`config.mk`:
```
export PLATFORM = sky130hd
export DESIGN_NAME = shared_conv_maxpool_sgd_step_flat
export DESIGN_NICKNAME = d
export VERILOG_FILES = /design/src/rtl/scms_pkg.sv /design/src/rtl/scms_req_if.sv /design/src/rtl/scms_rsp_if.sv /design/src/rtl/scms_ctrl.sv /design/src/rtl/scms_dp.sv /design/src/rtl/shared_conv_maxpool_sgd_step.sv /design/src/flat_wrapper.sv
export SDC_FILE = /design/constraint.sdc
export NUM_CORES = 2
export LEC_CHECK = 0
export BUFFER_PORTS_ARGS = -buffer_cell sky130_fd_sc_hd__buf_2
export CAP_MARGIN = 10
export CORE_ASPECT_RATIO = 2
export CORE_UTILIZATION = 60
export CTS_CLUSTER_SIZE = 12
export DETAILED_ROUTE_END_ITERATION = 8
export PLACE_DENSITY_LB_ADDON = 0.3
export SLEW_MARGIN = 40
export SYNTH_ARGS = -nofsm -noshare
export SYNTH_HDL_FRONTEND = slang
export SYNTH_SLANG_ARGS = --single-unit
```
`constraint.sdc`:
```
create_clock -name clock -period 8.5 [get_ports clock]
set_input_delay 2.55 -clock clock [delete_from_list [all_inputs] [get_ports clock]]
set_output_delay 2.55 -clock clock [all_outputs]
set_load 0.01 [all_outputs]
```
`src/rtl/scms_pkg.sv`:
```
// ----------------------------------------------------------------------------
// scms_pkg: shared conv / max-pool / SGD step package
// Sizes, codes, controller steps and the tanh and logistic lookup tables.
// ----------------------------------------------------------------------------
package scms_pkg;

   localparam int TAPS          = 3;
   localparam int MAX_LENGTH    = 128;
   localparam int TABLE_ENTRIES = 256;
   localparam int TBL_BITS      = $clog2(TABLE_ENTRIES);
   localparam int CNT_W         = $clog2(MAX_LENGTH + 1);
   localparam int POS_W         = 7;
   localparam int CSR_IDX_W     = 3;

   localparam logic [63:0] EXP_M1_Q32 = 64'd1580030169;
   localparam logic [15:0] LR_RESET   = 16'd3277;

   typedef enum logic [1:0] {
      OP_TRAIN = 2'd0,
      OP_EVAL  = 2'd1,
      OP_LOAD  = 2'd2,
      OP_NONE  = 2'd3
   } op_type;

   typedef enum logic [CSR_IDX_W-1:0] {
      CSR_WEIGHT_0 = 3'd0,
      CSR_WEIGHT_1 = 3'd1,
      CSR_WEIGHT_2 = 3'd2,
      CSR_SCALE    = 3'd3,
      CSR_LR       = 3'd4
   } csr_type;

   typedef enum logic [4:0] {
      ST_IDLE, ST_DEC, ST_E0, ST_E1, ST_E2, ST_E3, ST_E4,
      ST_R0, ST_R1, ST_R2, ST_EMIT,
      ST_T0, ST_T1, ST_T2, ST_T3, ST_T4, ST_T5, ST_T6, ST_T7, ST_T8, ST_T9,
      ST_T10, ST_T11, ST_LOAD, ST_CLR
   } st_type;

   typedef struct packed {
      st_type step;
      logic   accept;
   } cmd_type;

   typedef struct packed {
      op_type op;
      logic   last;
      logic   win_ok;
      logic   rsp_free;
   } stat_type;

   typedef logic signed [15:0] tanh_tbl_type [TABLE_ENTRIES];
   typedef logic        [15:0] logi_tbl_type [TABLE_ENTRIES];

   function automatic logic [63:0] udiv(input logic [63:0] num, input logic [63:0] den);
      logic [63:0] q;
      logic [64:0] r;
      q = '0;
      r = '0;
      for (int i = 63; i >= 0; i--) begin
         r = {r[63:0], num[i]};
         if (r >= {1'b0, den}) begin
            r    = r - {1'b0, den};
            q[i] = 1'b1;
         end
      end
      return q;
   endfunction

   function automatic logic [63:0] exp_neg(input logic [31:0] a);
      logic [63:0]        term;
      logic [63:0]        f;
      logic [63:0]        r;
      logic signed [64:0] sum;
      logic [15:0]        n;
      n    = a[31:16];
      f    = {32'd0, a[15:0], 16'd0};
      term = 64'd1 << 32;
      sum  = $signed({33'd1, 32'd0});
      for (int k = 1; k <= 12; k++) begin
         term = udiv((term * f) >> 32, 64'(k));
         if ((k & 1) != 0) begin
            sum = sum - $signed({1'b0, term});
         end else begin
            sum = sum + $signed({1'b0, term});
         end
      end
      if (sum < 0) begin
         sum = '0;
      end
      r = sum[63:0];
      for (int j = 0; j < 32; j++) begin
         if (j < int'(n)) begin
            r = (r * EXP_M1_Q32) >> 32;
         end
      end
      return r;
   endfunction

   function automatic longint bin_mid(input int i);
      return ((longint'(2 * i + 1)) * (longint'(1) << 19)) / TABLE_ENTRIES
             - (longint'(1) << 19);
   endfunction

   function automatic tanh_tbl_type make_tanh();
      tanh_tbl_type t;
      longint       m;
      longint       am;
      logic [63:0]  e;
      logic [63:0]  den;
      logic [63:0]  q;
      for (int i = 0; i < TABLE_ENTRIES; i++) begin
         m   = bin_mid(i);
         am  = (m < 0) ? -m : m;
         e   = exp_neg(32'(2 * am));
         den = (64'd1 << 32) + e;
         q   = udiv((((64'd1 << 32) - e) << 15) + (den >> 1), den);
         if (q > 64'd32767) begin
            q = 64'd32767;
         end
         t[i] = (m < 0) ? -$signed(q[15:0]) : $signed(q[15:0]);
      end
      return t;
   endfunction

   function automatic logi_tbl_type make_logistic();
      logi_tbl_type t;
      longint       m;
      longint       am;
      logic [63:0]  e;
      logic [63:0]  den;
      logic [63:0]  q;
      for (int i = 0; i < TABLE_ENTRIES; i++) begin
         m   = bin_mid(i);
         am  = (m < 0) ? -m : m;
         e   = exp_neg(32'(am));
         den = (64'd1 << 32) + e;
         if (m >= 0) begin
            q = udiv((64'd1 << 47) + (den >> 1), den);
         end else begin
            q = udiv((e << 15) + (den >> 1), den);
         end
         t[i] = q[15:0];
      end
      return t;
   endfunction

   localparam tanh_tbl_type TANH_TBL = make_tanh();
   localparam logi_tbl_type LOGI_TBL = make_logistic();

endpackage

```
`src/rtl/scms_req_if.sv`:
```
// ----------------------------------------------------------------------------
// scms_req_if: sample word channel
// Valid/ready channel carrying one sample element and its op.
// ----------------------------------------------------------------------------
interface scms_req_if;
   logic                valid;
   logic                ready;
   scms_pkg::op_type    op;
   logic signed [15:0]  sample_value;
   logic                label;
   logic                last;

   modport source (output valid, op, sample_value, label, last, input ready);
   modport sink   (input valid, op, sample_value, label, last, output ready);
endinterface

```
`src/rtl/scms_rsp_if.sv`:
```
// ----------------------------------------------------------------------------
// scms_rsp_if: result word channel
// Valid/ready channel carrying one classification result.
// ----------------------------------------------------------------------------
interface scms_rsp_if;
   logic        valid;
   logic        ready;
   logic        predicted;
   logic [15:0] probability;
   logic [6:0]  best_position;
   logic        correct;

   modport source (output valid, predicted, probability, best_position, correct,
                   input ready);
   modport sink   (input valid, predicted, probability, best_position, correct,
                   output ready);
endinterface

```
`src/rtl/scms_ctrl.sv`:
```
// ----------------------------------------------------------------------------
// scms_ctrl: step sequencer
// Walks MAC and pool steps per word, then readout and, for training, update.
// ----------------------------------------------------------------------------
module scms_ctrl (
   input  logic               clock,
   input  logic               reset,
   input  logic               req_valid,
   input  scms_pkg::stat_type stat,
   output scms_pkg::cmd_type  cmd
);
   import scms_pkg::*;

   st_type state_ff;
   st_type state_in;

   always_ff @(posedge clock) begin
      if (reset) begin
         state_ff <= ST_IDLE;
      end else begin
         state_ff <= state_in;
      end
   end

   always_comb begin
      state_in   = state_ff;
      cmd.step   = state_ff;
      cmd.accept = (state_ff == ST_IDLE);
      unique case (state_ff)
         ST_IDLE: begin
            if (req_valid) state_in = ST_DEC;
         end
         ST_DEC: begin
            unique case (stat.op)
               OP_LOAD: state_in = ST_LOAD;
               OP_NONE: state_in = ST_IDLE;
               default: state_in = stat.win_ok ? ST_E0 : ST_E4;
            endcase
         end
         ST_E0:  state_in = ST_E1;
         ST_E1:  state_in = ST_E2;
         ST_E2:  state_in = ST_E3;
         ST_E3:  state_in = ST_E4;
         ST_E4:  state_in = stat.last ? ST_R0 : ST_IDLE;
         ST_R0:  state_in = ST_R1;
         ST_R1:  state_in = ST_R2;
         ST_R2:  state_in = ST_EMIT;
         ST_EMIT: begin
            if (stat.rsp_free) state_in = (stat.op == OP_TRAIN) ? ST_T0 : ST_CLR;
         end
         ST_T0:  state_in = ST_T1;
         ST_T1:  state_in = ST_T2;
         ST_T2:  state_in = ST_T3;
         ST_T3:  state_in = ST_T4;
         ST_T4:  state_in = ST_T5;
         ST_T5:  state_in = ST_T6;
         ST_T6:  state_in = ST_T7;
         ST_T7:  state_in = ST_T8;
         ST_T8:  state_in = ST_T9;
         ST_T9:  state_in = ST_T10;
         ST_T10: state_in = ST_T11;
         ST_T11: state_in = ST_CLR;
         ST_LOAD: state_in = ST_IDLE;
         ST_CLR:  state_in = ST_IDLE;
         default: state_in = ST_IDLE;
      endcase
   end

   ap_train_after_emit: assert property (@(posedge clock) disable iff (reset)
      (state_ff == ST_T0) |-> ($past(state_ff) == ST_EMIT && stat.op == OP_TRAIN))
      else $error("update started without a result");
   ap_readout_after_pool: assert property (@(posedge clock) disable iff (reset)
      (state_ff == ST_R0) |-> ($past(state_ff) == ST_E4 && stat.last))
      else $error("readout started before the last word");
   ap_mac_window: assert property (@(posedge clock) disable iff (reset)
      (state_ff == ST_E0) |-> stat.win_ok)
      else $error("MAC started without a full window");

endmodule

```
`src/rtl/scms_dp.sv`:
```
// ----------------------------------------------------------------------------
// scms_dp: filter, pooling, readout and SGD datapath
// One shared multiplier, the model registers, lookup tables and result register.
// ----------------------------------------------------------------------------
module scms_dp (
   input  logic                         clock,
   input  logic                         reset,
   input  scms_pkg::cmd_type            cmd,
   output scms_pkg::stat_type           stat,
   input  logic                         req_valid,
   input  scms_pkg::op_type             req_op,
   input  logic signed [15:0]           req_sample_value,
   input  logic                         req_label,
   input  logic                         req_last,
   input  logic                         csr_write_enable,
   input  logic [scms_pkg::CSR_IDX_W-1:0] csr_index,
   input  logic [31:0]                  csr_write_data,
   scms_rsp_if.source                   rsp
);
   import scms_pkg::*;

   logic signed [31:0] init_w_ff [TAPS];
   logic signed [31:0] init_scale_ff;
   logic        [15:0] lr_ff;

   logic signed [31:0] w_ff [TAPS];
   logic signed [31:0] fb_ff;
   logic signed [31:0] scale_ff;
   logic signed [31:0] rb_ff;

   logic signed [15:0] rv_ff [TAPS-1];
   logic signed [15:0] bw_ff [TAPS];
   logic signed [15:0] best_ff;
   logic [POS_W-1:0]   bidx_ff;
   logic [CNT_W-1:0]   cnt_ff;

   op_type             op_ff;
   logic signed [15:0] x_ff;
   logic               label_ff;
   logic               last_ff;

   logic signed [32:0] mul_a;
   logic signed [17:0] mul_b;
   logic signed [50:0] prod_in;
   logic signed [50:0] prod_ff;
   logic signed [48:0] acc_ff;
   logic signed [48:0] acc_sum;
   logic signed [39:0] z_ff;
   logic [15:0]        prob_ff;
   logic signed [15:0] dout_ff;
   logic [15:0]        h_ff;
   logic signed [31:0] dpre_ff;
   logic signed [31:0] lrd_ff;
   logic signed [31:0] step_ff;

   logic signed [50:0] sh12;
   logic signed [50:0] sh15;
   logic signed [50:0] sh16;
   logic signed [50:0] sh30;
   logic [TBL_BITS-1:0] tbl_idx;
   logic signed [15:0] act;
   logic [30:0]        h_diff;
   logic signed [16:0] o_minus_y;
   logic               accept;
   logic               rsp_free;
   logic               pred;

   function automatic logic signed [31:0] sat_sub(input logic signed [31:0] a,
                                                 input logic signed [50:0] b);
      logic signed [51:0] d;
      d = {{20{a[31]}}, a} - {b[50], b};
      if (d > 52'sh7FFFFFFF) begin
         return 32'sh7FFFFFFF;
      end else if (d < -52'sh80000000) begin
         return 32'sh80000000;
      end
      return d[31:0];
   endfunction

   assign accept   = req_valid && cmd.accept;
   assign rsp_free = !rsp.valid || rsp.ready;
   assign prod_in  = mul_a * mul_b;
   assign sh12     = prod_ff >>> 12;
   assign sh15     = prod_ff >>> 15;
   assign sh16     = prod_ff >>> 16;
   assign sh30     = prod_ff >>> 30;
   assign acc_sum  = acc_ff + prod_ff[48:0];
   assign h_diff   = 31'h40000000 - prod_ff[30:0];
   assign o_minus_y = $signed({1'b0, prob_ff}) - (label_ff ? 17'sd32768 : 17'sd0);
   assign pred     = (prob_ff > 16'd16384);

   always_comb begin
      if (z_ff < -40'sd524288) begin
         tbl_idx = '0;
      end else if (z_ff > 40'sd524287) begin
         tbl_idx = '1;
      end else begin
         tbl_idx = {~z_ff[19], z_ff[18:20-TBL_BITS]};
      end
   end
   assign act = TANH_TBL[tbl_idx];

   assign stat.op       = op_ff;
   assign stat.last     = last_ff;
   assign stat.win_ok   = (cnt_ff >= CNT_W'(TAPS - 1)) && (cnt_ff < CNT_W'(MAX_LENGTH));
   assign stat.rsp_free = rsp_free;

   always_comb begin
      mul_a = '0;
      mul_b = '0;
      case (cmd.step)
         ST_E0:  begin mul_a = 33'(w_ff[0]);  mul_b = 18'(rv_ff[0]); end
         ST_E1:  begin mul_a = 33'(w_ff[1]);  mul_b = 18'(rv_ff[1]); end
         ST_E2:  begin mul_a = 33'(w_ff[2]);  mul_b = 18'(x_ff);     end
         ST_R0:  begin mul_a = 33'(scale_ff); mul_b = 18'(best_ff);  end
         ST_T0: begin
            mul_a = $signed({17'd0, prob_ff});
            mul_b = $signed({2'b00, 16'h8000 - prob_ff});
         end
         ST_T1: begin
            mul_a = 33'(o_minus_y);
            mul_b = $signed({1'b0, prod_ff[31:15]});
         end
         ST_T2:  begin mul_a = 33'(best_ff);  mul_b = 18'(best_ff);  end
         ST_T3:  begin mul_a = 33'(scale_ff); mul_b = 18'(dout_ff);  end
         ST_T4:  begin mul_a = $signed(sh15[32:0]); mul_b = $signed({2'b00, h_ff}); end
         ST_T5:  begin mul_a = 33'(dout_ff);  mul_b = $signed({2'b00, lr_ff}); end
         ST_T6:  begin mul_a = 33'(dpre_ff);  mul_b = $signed({2'b00, lr_ff}); end
         ST_T7:  begin mul_a = 33'(lrd_ff);   mul_b = 18'(best_ff);  end
         ST_T8:  begin mul_a = 33'(step_ff);  mul_b = 18'(bw_ff[0]); end
         ST_T9:  begin mul_a = 33'(step_ff);  mul_b = 18'(bw_ff[1]); end
         ST_T10: begin mul_a = 33'(step_ff);  mul_b = 18'(bw_ff[2]); end
         default: begin mul_a = '0; mul_b = '0; end
      endcase
   end

   always_ff @(posedge clock) begin
      prod_ff <= prod_in;
      if (accept) begin
         op_ff    <= req_op;
         x_ff     <= req_sample_value;
         label_ff <= req_label;
         last_ff  <= req_last;
      end
      case (cmd.step)
         ST_E1: acc_ff  <= prod_ff[48:0];
         ST_E2: acc_ff  <= acc_sum;
         ST_E3: z_ff    <= 40'(fb_ff) + 40'(acc_sum >>> 12);
         ST_R1: z_ff    <= 40'(rb_ff) + 40'(sh15);
         ST_R2: prob_ff <= LOGI_TBL[tbl_idx];
         ST_T2: dout_ff <= prod_ff[30:15];
         ST_T3: h_ff    <= h_diff[30:15];
         ST_T5: dpre_ff <= sh15[31:0];
         ST_T6: lrd_ff  <= prod_ff[31:0];
         ST_T7: step_ff <= sh16[31:0];
         default: ;
      endcase
   end

   always_ff @(posedge clock) begin
      if (reset) begin
         for (int k = 0; k < TAPS; k++) init_w_ff[k] <= '0;
         init_scale_ff <= '0;
         lr_ff         <= LR_RESET;
      end else if (csr_write_enable) begin
         unique case (csr_index)
            CSR_WEIGHT_0: init_w_ff[0]  <= csr_write_data;
            CSR_WEIGHT_1: init_w_ff[1]  <= csr_write_data;
            CSR_WEIGHT_2: init_w_ff[2]  <= csr_write_data;
            CSR_SCALE:    init_scale_ff <= csr_write_data;
            CSR_LR:       lr_ff         <= csr_write_data[15:0];
            default: ;
         endcase
      end
   end

   always_ff @(posedge clock) begin
      if (reset) begin
         for (int k = 0; k < TAPS; k++) w_ff[k] <= '0;
         fb_ff    <= '0;
         scale_ff <= '0;
         rb_ff    <= '0;
      end else begin
         case (cmd.step)
            ST_LOAD: begin
               for (int k = 0; k < TAPS; k++) w_ff[k] <= init_w_ff[k];
               scale_ff <= init_scale_ff;
               fb_ff    <= '0;
               rb_ff    <= '0;
            end
            ST_T6:  rb_ff    <= sat_sub(rb_ff, sh15);
            ST_T7:  fb_ff    <= sat_sub(fb_ff, sh16);
            ST_T8:  scale_ff <= sat_sub(scale_ff, sh30);
            ST_T9:  w_ff[0]  <= sat_sub(w_ff[0], sh12);
            ST_T10: w_ff[1]  <= sat_sub(w_ff[1], sh12);
            ST_T11: w_ff[2]  <= sat_sub(w_ff[2], sh12);
            default: ;
         endcase
      end
   end

   always_ff @(posedge clock) begin
      if (reset || cmd.step == ST_LOAD || cmd.step == ST_CLR) begin
         for (int k = 0; k < TAPS - 1; k++) rv_ff[k] <= '0;
         for (int k = 0; k < TAPS; k++) bw_ff[k] <= '0;
         best_ff <= 16'sh8000;
         bidx_ff <= '0;
         cnt_ff  <= '0;
      end else if (cmd.step == ST_E4) begin
         if (stat.win_ok && act > best_ff) begin
            best_ff  <= act;
            bidx_ff  <= POS_W'(cnt_ff - CNT_W'(TAPS - 1));
            bw_ff[0] <= rv_ff[0];
            bw_ff[1] <= rv_ff[1];
            bw_ff[2] <= x_ff;
         end
         rv_ff[0] <= rv_ff[1];
         rv_ff[1] <= x_ff;
         if (cnt_ff < CNT_W'(MAX_LENGTH)) cnt_ff <= cnt_ff + 1'b1;
      end
   end

   always_ff @(posedge clock) begin
      if (reset) begin
         rsp.valid <= 1'b0;
      end else if (cmd.step == ST_EMIT && rsp_free) begin
         rsp.valid <= 1'b1;
      end else if (rsp.ready) begin
         rsp.valid <= 1'b0;
      end
      if (cmd.step == ST_EMIT && rsp_free) begin
         rsp.predicted     <= pred;
         rsp.probability   <= prob_ff;
         rsp.best_position <= bidx_ff;
         rsp.correct       <= (pred == label_ff);
      end
   end

   ap_rsp_from_emit: assert property (@(posedge clock) disable iff (reset)
      $rose(rsp.valid) |-> ($past(cmd.step) == ST_EMIT))
      else $error("result word without readout");
   ap_prob_range: assert property (@(posedge clock) disable iff (reset)
      rsp.valid |-> (rsp.probability <= 16'd32768))
      else $error("probability out of range");
   ap_count_sat: assert property (@(posedge clock) disable iff (reset)
      cnt_ff <= CNT_W'(MAX_LENGTH))
      else $error("element count past limit");
   ap_clear_after_emit: assert property (@(posedge clock) disable iff (reset)
      ($past(cmd.step) == ST_CLR) |-> (cnt_ff == '0 && best_ff == 16'sh8000))
      else $error("sample state not cleared");

endmodule

```
`src/rtl/shared_conv_maxpool_sgd_step.sv`:
```
// ----------------------------------------------------------------------------
// shared_conv_maxpool_sgd_step: three-tap filter, max pool, logistic, SGD
// Classifies each sample and optionally trains the shared weights on it.
//
//   channel  dir  width  word
//   req_port in   20     op, sample_value, label, last
//   rsp_port out  25     predicted, probability, best_position, correct
//   csr_*    in   36     write enable, index, data
//
// An element with a full window walks decode, three MACs on the shared
// multiplier, sum and pool; one without a window goes from decode to pool.
// The last element adds the readout steps and one clear; training adds the
// update steps, which run in order since each waits on the previous product.
// Synchronous reset clears control, CSRs, model, sample state and rsp.valid.
// A held result blocks only the next readout; the output register frees it.
// ----------------------------------------------------------------------------
module shared_conv_maxpool_sgd_step (
   input  logic                           clock,
   input  logic                           reset,
   scms_req_if.sink                       req_port,
   scms_rsp_if.source                     rsp_port,
   input  logic                           csr_write_enable,
   input  logic [scms_pkg::CSR_IDX_W-1:0] csr_index,
   input  logic [31:0]                    csr_write_data
);
   import scms_pkg::*;

   cmd_type  cmd;
   stat_type stat;

   assign req_port.ready = cmd.accept;

   scms_ctrl u_ctrl (
      .clock     (clock),
      .reset     (reset),
      .req_valid (req_port.valid),
      .stat      (stat),
      .cmd       (cmd)
   );

   scms_dp u_dp (
      .clock            (clock),
      .reset            (reset),
      .cmd              (cmd),
      .stat             (stat),
      .req_valid        (req_port.valid),
      .req_op           (req_port.op),
      .req_sample_value (req_port.sample_value),
      .req_label        (req_port.label),
      .req_last         (req_port.last),
      .csr_write_enable (csr_write_enable),
      .csr_index        (csr_index),
      .csr_write_data   (csr_write_data),
      .rsp              (rsp_port)
   );

endmodule
```
`src/flat_wrapper.sv`:
```
// flat-port wrapper written by rule: the top's interface ports become plain ports
module shared_conv_maxpool_sgd_step_flat import scms_pkg::*;
  (clock, reset, csr_write_enable, csr_index, csr_write_data, req_port_valid, req_port_op, req_port_sample_value, req_port_label, req_port_last, req_port_ready, rsp_port_valid, rsp_port_predicted, rsp_port_probability, rsp_port_best_position, rsp_port_correct, rsp_port_ready);
  scms_req_if req_port_i ();
  scms_rsp_if rsp_port_i ();
  input  logic clock;
  input  logic reset;
  input  logic csr_write_enable;
  input  logic [scms_pkg::CSR_IDX_W-1:0] csr_index;
  input  logic [31:0] csr_write_data;
  input wire logic [$bits(req_port_i.valid)-1:0] req_port_valid;
  input wire logic [$bits(req_port_i.op)-1:0] req_port_op;
  input wire logic [$bits(req_port_i.sample_value)-1:0] req_port_sample_value;
  input wire logic [$bits(req_port_i.label)-1:0] req_port_label;
  input wire logic [$bits(req_port_i.last)-1:0] req_port_last;
  output wire logic [$bits(req_port_i.ready)-1:0] req_port_ready;
  output wire logic [$bits(rsp_port_i.valid)-1:0] rsp_port_valid;
  output wire logic [$bits(rsp_port_i.predicted)-1:0] rsp_port_predicted;
  output wire logic [$bits(rsp_port_i.probability)-1:0] rsp_port_probability;
  output wire logic [$bits(rsp_port_i.best_position)-1:0] rsp_port_best_position;
  output wire logic [$bits(rsp_port_i.correct)-1:0] rsp_port_correct;
  input wire logic [$bits(rsp_port_i.ready)-1:0] rsp_port_ready;
  assign req_port_i.valid = req_port_valid;
  assign req_port_i.op = req_port_op;
  assign req_port_i.sample_value = req_port_sample_value;
  assign req_port_i.label = req_port_label;
  assign req_port_i.last = req_port_last;
  assign req_port_ready = req_port_i.ready;
  assign rsp_port_valid = rsp_port_i.valid;
  assign rsp_port_predicted = rsp_port_i.predicted;
  assign rsp_port_probability = rsp_port_i.probability;
  assign rsp_port_best_position = rsp_port_i.best_position;
  assign rsp_port_correct = rsp_port_i.correct;
  assign rsp_port_i.ready = rsp_port_ready;
  shared_conv_maxpool_sgd_step u_core (.clock(clock), .reset(reset), .req_port(req_port_i), .rsp_port(rsp_port_i), .csr_write_enable(csr_write_enable), .csr_index(csr_index), .csr_write_data(csr_write_data));
endmodule
```
==> results of run 1 <==
[routing by layer]
| layer | GRT overflow | GRT usage |
|---|---|---|
| met1 | 9 | 0.672 |
| met2 | 761 | 0.960 |
| met3 | 51 | 0.506 |
| met4 | 419 | 0.792 |
| met5 | 3 | 0.141 |
[stage by stage]
step                 util  TNS [ns]  std cells
detailed placement  0.663     -3.53      10839
CTS                 0.683   -0.0277      10991
floorplan               -         0       8814
global placement    0.662     -1.37      10838
[cells by family after synthesis]
kind of cell             count (synthesis)  synth area share
AND/OR/NAND/NOR                       2683             0.161
AO/OA/AOI/OAI                         2438             0.218
buffers and inverters                 1431            0.0728
adder cells (fa/ha/maj)               1088             0.233
flip-flops                             766             0.268
XOR/XNOR                               355            0.0405
multiplexers                            52           0.00704
other                                    1         0.0000486
[what timing repair did]
item,in CTS
setup buffers,9
hold endpoints to repair,0
gates resized for setup,23
pin swaps,10
gates cloned,1
endpoints found under the setup margin,19
==> metrics, run 1 <==
post-synthesis async set-or-reset flop share=0; Worst Setup Slack post-DPL=-0.349 ns; status=aborted with a tool error; Routability Congestion=1.32; maximum number of pins on one net before global-route repair=94; Synth Register Bits=766; synthesized area per cell=8.75 um2; total grt overflow=1243; CTS H-tree depth=3; number of hold buffers added after cts=0; Initial Util=0.606; number of top-level design ports=87; most common flop cell mapped by yosys=edfxtp_1; Placement Cell Area=84400 um2; Exit stage=global routing (5_1_grt); buffer depth of the longest clock path=3; leading cell types by total area after synthesis=edfxtp_1, fa_1, ha_1, dfxtp_1, nand2_1; number of I/O port buffers=85; global-route wire length before repair=700000 um; count of distinct cell types in the synthesized netlist=120; Post-synth top cells=nand2_1, inv_1, a21oi_1; overall die width=256 um; cell chosen for the clock root=clkbuf_16; Synth area leader=edfxtp_1; cell with the most instances after synthesis=nand2_1; yosys synthesis warning count=0; count of standard-cell rows=185; Gate Count Post-Synth=8814; half-perimeter wire length after placement=298000 um; clock sinks=766; number of enable-type register cells in the synthesized netlist=534; vias in the first global route=90576; GRT Total Usage=0.719; share of the synthesized area in the top cell type=0.208; post-synth net total=9959; summed instance area of the synthesized netlist=77100 um2; first logged error message=[ERROR GRT-0116] Global routing finished with congestion. Check the congestion regions in the DRC Viewer.; vertical die dimension=509 um; cts bufs inserted=77; part of the Yosys area used for sequential elements=0.268
==> run 2: changes to the inputs <==
- CORE_ASPECT_RATIO: 2 -> unset
- CORE_UTILIZATION: 60 -> 40
- CTS_CLUSTER_SIZE: 12 -> unset
- PLACE_DENSITY_LB_ADDON: 0.3 -> 0.15
- clock period: 8.5 -> 11.05 ns (I/O delays scaled with it)
==> run 2 against run 1 <==
The flow now finishes without violations. Synthesized cell count unchanged. Synthesized area stayed put.
==> metrics, run 2 <==
status=complete, no violations; number of DRC markers after the initial detailed-route iteration=8390; storage element area=20700 um2; number of endpoints with negative hold slack in the final report=0; vias in the first global route=68315; # resized after CTS=0; footprint of the multi-input gates=51400 um2; hold path startpoint=u_core.u_dp.bidx_ff[3]$_SDFFE_PP0P_; number of enable-type register cells in the synthesized netlist=534; reg-to-reg critical path startpoint=u_core.u_ctrl.state_ff[0]$_SDFFE_PP0P_; Placeable Area=191000 um2; global-route wire length before repair=495000 um; via count=71339; part of the Yosys area used for sequential elements=0.268; overall routed net length=347000 um; peak per-stage delay on the critical path=0.76 ns; Placement Cell Area=81100 um2; reg2reg path depth=29; CTS tree=built; post-synthesis async set-or-reset flop share=0; clock sinks=766; cell with the most instances after synthesis=nand2_1; peak fanout along the critical path=60; switching power as a share of total power=0.528; GRT Total Usage=0.351; Routed met2 length=151000 um; summed instance area of the synthesized netlist=77100 um2; leakage dissipation=35.6 nW; WL met1=143000 um; most common flop cell mapped by yosys=edfxtp_1; Synth Register Bits=766; CP arrival=10.79 ns; Area Growth Syn to Fin=9.64%; number of search-and-repair iterations in the first detailed-routing pass=9; total grt overflow=0; critical path type=reg -> reg; number of max-cap violations=0; peak supply drop=0.137 mV; yosys synthesis warning count=0; number of slew-limit violations in the final report=0; commonest non-fill, non-tap cells in the layout=nand2_1, inv_1, a21oi_1; area of all placed cells without fillers=84600 um2; Post-synth top cells=nand2_1, inv_1, a21oi_1; startpoint of the most critical setup path=u_core.u_ctrl.state_ff[0]$_SDFFE_PP0P_; buffer depth of the longest clock path=3; count of standard-cell rows=160; non-filler cells, final=11344; Power Dens Cells=248 nW/um2; Largest regs=u_core.u_dp.init_w_ff x96, u_core.u_dp.w_ff x96, u_core.u_dp.prod_ff x51; Synth area leader=edfxtp_1; transition time at the pin with the least slew margin=0.983 ns; clock network power share=0.165; setup repair after global routing missed its margin=false; CTS clk-pin slew, worst paths=0.06 ns; clock skew=0.0331 ns; CTS H-tree depth=3; buffer count from post-CTS setup fixing=0; setup TNS after final layout=0 ns; share of layout cells above drive strength 1=0.0911; FF-to-FF setup slack=0.88 ns; synthesized area per cell=8.75 um2; Routability Congestion=1.02; uppermost layer routed=met5; number of nets with antenna violations after detailed routing=0; master of the slowest instance on the critical path=a211oi_1; WL/cell=30.6 um; number of filler instances in the final layout=18783; CP endpoint=u_core.u_dp.prod_ff[50]$_DFF_P_; critical path launch point type=flop; number of I/O port buffers=85; met3 wire length=33900 um; required time of the critical path=11.67 ns; Gate Count Post-Synth=8814; fin crit share=0.920; Initial Util=0.404; cell chosen for the clock root=clkbuf_16; number of antenna violations at the first check in global routing=20; number of hold buffers added after cts=0; vertical die dimension=441 um; leading cell type in the layout, fill and taps excluded=nand2_1; half-perimeter wire length after placement=265000 um; share of the synthesized area in the top cell type=0.208; worst hold slack=0.432 ns; clock network latency to the later pin of the worst-skew pair=0.76 ns; residual DRC count=0; post-synth net total=9959; Via-to-Cell Ratio=6.29; net switching power=0.0111 W; Die Footprint=195000 um2; leading cell types by total area after synthesis=edfxtp_1, fa_1, ha_1, dfxtp_1, nand2_1; category of the worst setup path capture point=flop; Tightest Hold Check Type=reg -> reg; Max transition margin=0.344; cts bufs inserted=96; share of total power in combinational logic=0.650; count of distinct cell types in the synthesized netlist=120; Peak Freq=0.0983 GHz; number of top-level design ports=87; time the worst path needs with I/O delays and setup=10.17 ns; sequential cell fraction of total power=0.185; number of nets in the finished design=9889; maximum number of pins on one net before global-route repair=125; total placed cells including tap cells=11151; final setup violating endpoints=0; Internal Power=0.00991 W; destination of the worst register-to-register timing path=u_core.u_dp.prod_ff[50]$_DFF_P_; overall die width=441 um
run 2: cell counts after synthesis:
No cell type changed its count.
run 2: logic make-up (layout without fill, tap and decap cells):
family | count (synthesis) | in the layout | share of synthesized area
simple gates | 2683 | 2683 | 0.161
flops | 766 | 766 | 0.268
xor+xnor | 355 | 355 | 0.0405
compound gates | 2438 | 2438 | 0.218
mux | 52 | 52 | 0.00704
other cells | 1 | 6 | 0.0000486
buf+inv | 1431 | 1445 | 0.0728
fa+ha+maj | 1088 | 1088 | 0.233
run 2: worst min-delay path by stage:
| stage | end | slack, ns | cells past startpoint |
|---|---|---|---|
| floorplan | u_core.u_dp.rsp.best_position[0]$_DFFE_PP_ | 0.41 | 0 |
| global placement | u_core.u_dp.rsp.best_position[0]$_DFFE_PP_ | 0.42 | 0 |
| detailed placement | u_core.u_dp.rsp.best_position[3]$_DFFE_PP_ | 0.42 | 0 |
| CTS | u_core.u_dp.rsp.best_position[3]$_DFFE_PP_ | 0.43 | 0 |
| global route | u_core.u_dp.rsp.best_position[3]$_DFFE_PP_ | 0.45 | 0 |
| finish | u_core.u_dp.rsp.best_position[3]$_DFFE_PP_ | 0.43 | 0 |
run 2: worst max-delay path, delay by kind of cell (launching register included):
kind | cells | cell delay [ns]
AND/OR/NAND/NOR | 7 | 2.25
AO/OA/AOI/OAI | 6 | 1.71
multiplexers | 1 | 0.22
buffers and inverters | 8 | 1.66
flip-flops | 1 | 0.54
adder cells (fa/ha/maj) | 7 | 3.59
run 2: metal layers:
metal  GRT usage  vias up
met5           0        -
met4       0.164        8
met3      0.0791      847
met2       0.534     3942
met1       0.472    35550
li1            -    30992
run 2: area by class of cell:
cell class,instances,share of cell area
timing repair buffer,359,0.0303
tap,2511,0.0371
inverter,904,0.0401
antenna,5,0.000148
clock buffer,130,0.0321
multi-input combinational,6617,0.608
sequential,766,0.245
clock inverter,52,0.00756
run 2: power by group through the flow:
stage / registers (W) / logic [W] / clock network [W]
2_1_floorplan: 0.00375 / 0.00877 / 0
3_3_place_gp: 0.00392 / 0.0132 / 0
3_5_place_dp: 0.00391 / 0.0133 / 0
4_1_cts: 0.00386 / 0.0134 / 0.00349
5_1_grt: 0.00388 / 0.0147 / 0.00360
6_report: 0.00387 / 0.0136 / 0.00347
run 2: through the flow:
step	power, W	utilization	setup slack [ns]
final	0.0210	0.443	0.879
after global routing	0.0222	0.443	0.251
after CTS	0.0207	0.443	0.799
after detailed placement	0.0172	0.425	0.814
after global placement	0.0171	0.424	1.03
after floorplan	0.0125	-	1.67
No activity file was read; power rests on OpenSTA's default activity.
